<file path="src/sv/triangle_raster_zbuffer_core_macros.svh">
// ----------------------------------------------------------------------------
// Triangle raster z-buffer core: assertion macros
// Concurrent checks used by the rasterizer RTL, clocked on clk, off in reset.
// ----------------------------------------------------------------------------
`ifndef TRIANGLE_RASTER_ZBUFFER_CORE_MACROS_SVH
`define TRIANGLE_RASTER_ZBUFFER_CORE_MACROS_SVH

// same-cycle implication
`define TRZ_ASSERT(label, ante, cons, msg) \
	label: assert property (@(posedge clk) disable iff (!arst_n) (ante) |-> (cons)) \
		else $error(msg);

// next-cycle implication
`define TRZ_ASSERT_NEXT(label, ante, cons, msg) \
	label: assert property (@(posedge clk) disable iff (!arst_n) (ante) |=> (cons)) \
		else $error(msg);

`endif

</file>
<file path="src/sv/trz_pkg.sv">
// ----------------------------------------------------------------------------
// Triangle raster z-buffer package
// Shared widths, constants, operation codes and divider status type.
// ----------------------------------------------------------------------------
package trz_pkg;

	localparam int TILE_SIZE_DEF = 128;

	// field widths
	localparam int COORD_IN_W = 16;
	localparam int DEPTH_W    = 16;
	localparam int RC_W       = 7;
	localparam int COLOR_W    = 8;
	localparam int COUNT_W    = 15;

	// stream widths
	localparam int IN_DATA_W  = 160;
	localparam int IN_USER_W  = 2;
	localparam int OUT_DATA_W = 40;
	localparam int OUT_USER_W = 1;

	// arithmetic widths
	localparam int NUM_W   = 64;
	localparam int DEN_W   = 36;
	localparam int MUL_A_W = 36;
	localparam int MUL_B_W = 18;
	localparam int EDGE_W  = 48;
	localparam int WORD_W  = DEPTH_W + 3 * COLOR_W;

	localparam logic [DEPTH_W-1:0] FAR_DEPTH = 16'hFFFF;
	localparam int COLOR_SUM   = 303;
	localparam int COLOR_RANGE = 231;
	localparam int COLOR_BASE  = 24;
	localparam int FIX_ONE     = 256;
	localparam int MIN_AREA    = 4;

	typedef enum logic [1:0] {
		OP_CLEAR = 2'd0,
		OP_DRAW  = 2'd1,
		OP_READ  = 2'd2,
		OP_NONE  = 2'd3
	} op_t;

	typedef struct packed {
		logic busy;
		logic done;
	} div_stat_t;

endpackage

</file>
<file path="src/sv/trz_div.sv">
// ----------------------------------------------------------------------------
// Serial signed divider
// Restoring divide, one quotient bit per cycle, truncates toward zero.
// ----------------------------------------------------------------------------
module trz_div (
	input  logic                            clk,
	input  logic                            arst_n,
	input  logic                            start,
	input  logic signed [trz_pkg::NUM_W-1:0] num,
	input  logic [trz_pkg::DEN_W-1:0]       den,
	output trz_pkg::div_stat_t              stat,
	output logic signed [trz_pkg::NUM_W-1:0] quo
);
	import trz_pkg::*;

	localparam int CNT_W = $clog2(NUM_W + 1);

	logic [CNT_W-1:0] cnt_q;
	logic             done_q;
	logic             neg_q;
	logic [NUM_W-1:0] mag_q;
	logic [NUM_W-1:0] quo_q;
	logic [DEN_W:0]   rem_q;
	logic [DEN_W:0]   rem_sh;
	logic             ge;

	// shift in the next dividend bit and trial subtract
	assign rem_sh = {rem_q[DEN_W-1:0], mag_q[NUM_W-1]};
	assign ge     = rem_sh >= {1'b0, den};

	// control
	always_ff @(posedge clk or negedge arst_n) begin
		if (!arst_n) begin
			cnt_q  <= '0;
			done_q <= 1'b0;
		end else begin
			done_q <= 1'b0;
			if (start) begin
				cnt_q <= CNT_W'(NUM_W);
			end else if (cnt_q != '0) begin
				cnt_q  <= cnt_q - 1'b1;
				done_q <= (cnt_q == CNT_W'(1));
			end
		end
	end

	// datapath
	always_ff @(posedge clk) begin
		if (start) begin
			neg_q <= num[NUM_W-1];
			mag_q <= num[NUM_W-1] ? NUM_W'(-num) : NUM_W'(num);
			quo_q <= '0;
			rem_q <= '0;
		end else if (cnt_q != '0) begin
			mag_q <= {mag_q[NUM_W-2:0], 1'b0};
			quo_q <= {quo_q[NUM_W-2:0], ge};
			rem_q <= ge ? rem_sh - {1'b0, den} : rem_sh;
		end
	end

	assign quo       = neg_q ? -$signed(quo_q) : $signed(quo_q);
	assign stat.busy = (cnt_q != '0);
	assign stat.done = done_q;

endmodule

</file>
<file path="config.mk">
export PLATFORM = sky130hd
export DESIGN_NAME = trz_div
export DESIGN_NICKNAME = d
export VERILOG_FILES = /design/src/sv/triangle_raster_zbuffer_core_macros.svh /design/src/sv/trz_pkg.sv /design/src/sv/trz_div.sv
export SDC_FILE = /design/constraint.sdc
export NUM_CORES = 1
export LEC_CHECK = 0
export ABC_AREA = 1
export ABC_CLOCK_PERIOD_IN_PS = 9600
export BUFFER_PORTS_ARGS = -buffer_cell sky130_fd_sc_hd__buf_4
export CELL_PAD_IN_SITES_DETAIL_PLACEMENT = 1
export CELL_PAD_IN_SITES_GLOBAL_PLACEMENT = 1
export CORE_MARGIN = 3
export CORE_UTILIZATION = 45
export CTS_CLUSTER_SIZE = 24
export DETAILED_ROUTE_END_ITERATION = 8
export MAX_ROUTING_LAYER = met4
export PLACE_DENSITY = 0.89
export SLEW_MARGIN = 30
export SYNTH_ARGS = -nofsm -noshare
export SYNTH_HDL_FRONTEND = slang
export SYNTH_SLANG_ARGS = --single-unit
</file>
<file path="constraint.sdc">
create_clock -name clk -period 9.6 [get_ports clk]
set_clock_uncertainty 0.1 [all_clocks]
set_input_delay 1.92 -clock clk [delete_from_list [all_inputs] [get_ports clk]]
set_output_delay 1.92 -clock clk [all_outputs]
set_load 0.01 [all_outputs]
</file>
==> results.yml <==
worst_setup_path:
  reg2reg_depth: 9
  worstPathArrival_ps: 2960
  worstPathRequired_ps: 7580
  r2r_start: "cnt_q[0]"
  start_kind: "flip-flop"
  path_max_fanout: 54
  reg2reg_slack_ps: 6070
  crit_type: "reg -> out"
  cp-end-kind: "primary output"
  r2r_end: "mag_q[23]"
  setup.worst_path.start: "neg_q"
yosys:
  syn_nets: 2300
  synth_ff_type: "dfxtp_1"
  syn_inst: 2156
  synth_area_leaders: "nand2_1 (17%), dfxtp_1 (14%), edfxtp_1 (14%)"
  synthesis.area_mm2: 0.01384
  avgSynthCellArea_um2: 6.421
  synth_top_area_frac: 0.1722
  ys_ff_latch: 173
  yosysSeqAreaShare: 0.3000
  synth_cell_types: 52
  synth_edf_count: 65
  ys_warn_count: 0
  async_flop_share: 0.04624
  synth_top_area_cell: "nand2_1"
worst_hold_path:
  min_from: "cnt_q[5]"
  hp-class: "reg -> reg"
  min_to: "cnt_q[5]"
  min_path_cells: 1
clocking:
  cts_buffers: 17
  clk_path_buf_depth: 2
  root_buffer: "clkbuf_16"
  htree_levels: 4
  post_cts_buffers: 0
  cts_hold_repair.buffers: 0
  tritoncts: "built"
  clock-sinks: 173
  clk_latency_ps: 460
  cts_resized: 0
  clk_pin_slew_ps: 70
route:
  via_per_inst: 5.632
  wl_per_cell_um: 19.03
  remaining_drc_errors: 0
  drt_wl_total_um: 51190
  ant_nets: 0
  num_vias: 15150
  dr.pass1.iters: 7
  drt_iter0_markers: 1146
layout:
  final_common_cell: "nand2_1"
  fin_util: 0.5326
  syn2layout_area_growth_pct: 15.24
  drive_above_1_share: 0.1240
  nets: 2429
  final_cell_mix: "nand2_1 (635), inv_1 (298), nor2_1 (254)"
global_routing:
  antenna_found_initial: 2
  grt_first_pass_wirelength_um: 81430
  grt_overflow: 0
  first_global_vias: 15550
  grt_util_all_layers: 0.3142
  grt_max_degree: 78
floorplan:
  start_util: 0.4622
  die_h_um: 181.4
  rows: 63
  ios: 169
  dieArea_mm2: 0.03291
  die-width_um: 181.4
  core_area_mm2: 0.02995
pwr:
  power_mw: 3.603
  power_density_mw_per_mm2: 225.8
  p_leak_nw: 8.175
  vdd_ir_drop_max_v: 0.0001633
timing:
  hold_violations: 0
  min_period_ps: 4975
  relSlewSlack: 0.3908
  post-route-period-util: 0.5182
  rsz0062_at_grt: "false"
  setup_viol: 0
  max_freq_mhz: 201.0
  tightest_slew_ps: 912.8
  finalMaxSlewViolations: 0
  setup-tns-final_ps: 0
run_status:
  status: "finished clean"
placed_design:
  place_congestion: 1.011
  port_buffers: 168
  dpl.hpwl_um: 38380
flow_run:
  maxCapViolations: 0
==> through the flow <==
stage          hold WS [ps]  cell area [µm²]  setup WS [ps]  cells
6_report              379.0            15950           4625   2690
5_1_grt               412.9            15950           4478   2690
4_1_cts               377.4            15950           4690   2688
3_5_place_dp          360.2            15340           4906   2656
3_3_place_gp          357.3            15340           4996   2656
2_1_floorplan         334.4            13840           4694   2156
==> cells by family (layout without fill, tap and decap cells) <==
logic type / Yosys count / after routing / share of synthesized area
compound gates: 241 / 241 / 0.1047
xor+xnor: 111 / 111 / 0.07022
fa+ha+maj: 41 / 41 / 0.03760
buf+inv: 384 / 526 / 0.1087
flops: 173 / 173 / 0.3000
other cells: 0 / 2 / 0
simple gates: 1206 / 1206 / 0.3787
==> sequential cells by signal, summed over array words and instances (netlist names) <==
signal  flops
mag_q      64
quo_q      64
rem_q      36
cnt_q       7
done_q      1
neg_q       1
==> Yosys cell counts (all sizes together), types with 5 or more instances <==
cell      n
a21oi    42
a31oi    27
buf      27
clkbuf   37
dfrtp     8
dfxtp   100
edfxtp   65
ha       40
inv     317
nand2   651
nand3   156
nand3b    6
nand4    60
nor2    277
nor3     35
nor4     11
o211ai    7
o21ai    85
o21bai    6
o22ai    64
o31ai     6
or2       5
xnor2     7
xor2    104
==> where the power goes <==
part           total [mW]  switching (mW)  internal [mW]
Clock               0.761           0.330          0.431
Sequential          0.985          0.0913          0.894
Combinational        1.86            1.22          0.636
Total                3.60            1.64           1.96
==> worst max-delay path by stage <==
stage | slack, ps | depth (start not counted) | to
2_1_floorplan | 4690 | 4 | mag_q[0]
3_3_place_gp | 5000 | 15 | rem_q[34]
3_5_place_dp | 4910 | 15 | rem_q[35]
4_1_cts | 4690 | 6 | quo[52]
5_1_grt | 4480 | 6 | quo[52]
6_report | 4620 | 6 | quo[52]
==> final cells by class <==
class                      count  area [µm²]
clock inverter                14       176.4
clock buffer                  18       429.2
tap                          390       488.0
fill                        4161       14000
multi-input combinational   1599        8185
antenna                        2       5.005
inverter                     320        1206
timing repair buffer         174        1310
sequential                   173        4154
==> critical path: stages (launching register included) <==
cell and delay (ps):
edfxtp_1 340, buf_4 500, inv_1 590, a21oi_1 510, a21oi_1 140, xor2_1 240, buf_4 160
==> per-layer routing <==
metal,share of wire,global-route usage
met2,0.48,0.5159
met1,0.44,0.3995
met4,0.024,0.09659
met3,0.062,0.05128
met5,0,-
Note: power is estimated with default switching activity, not from simulation.
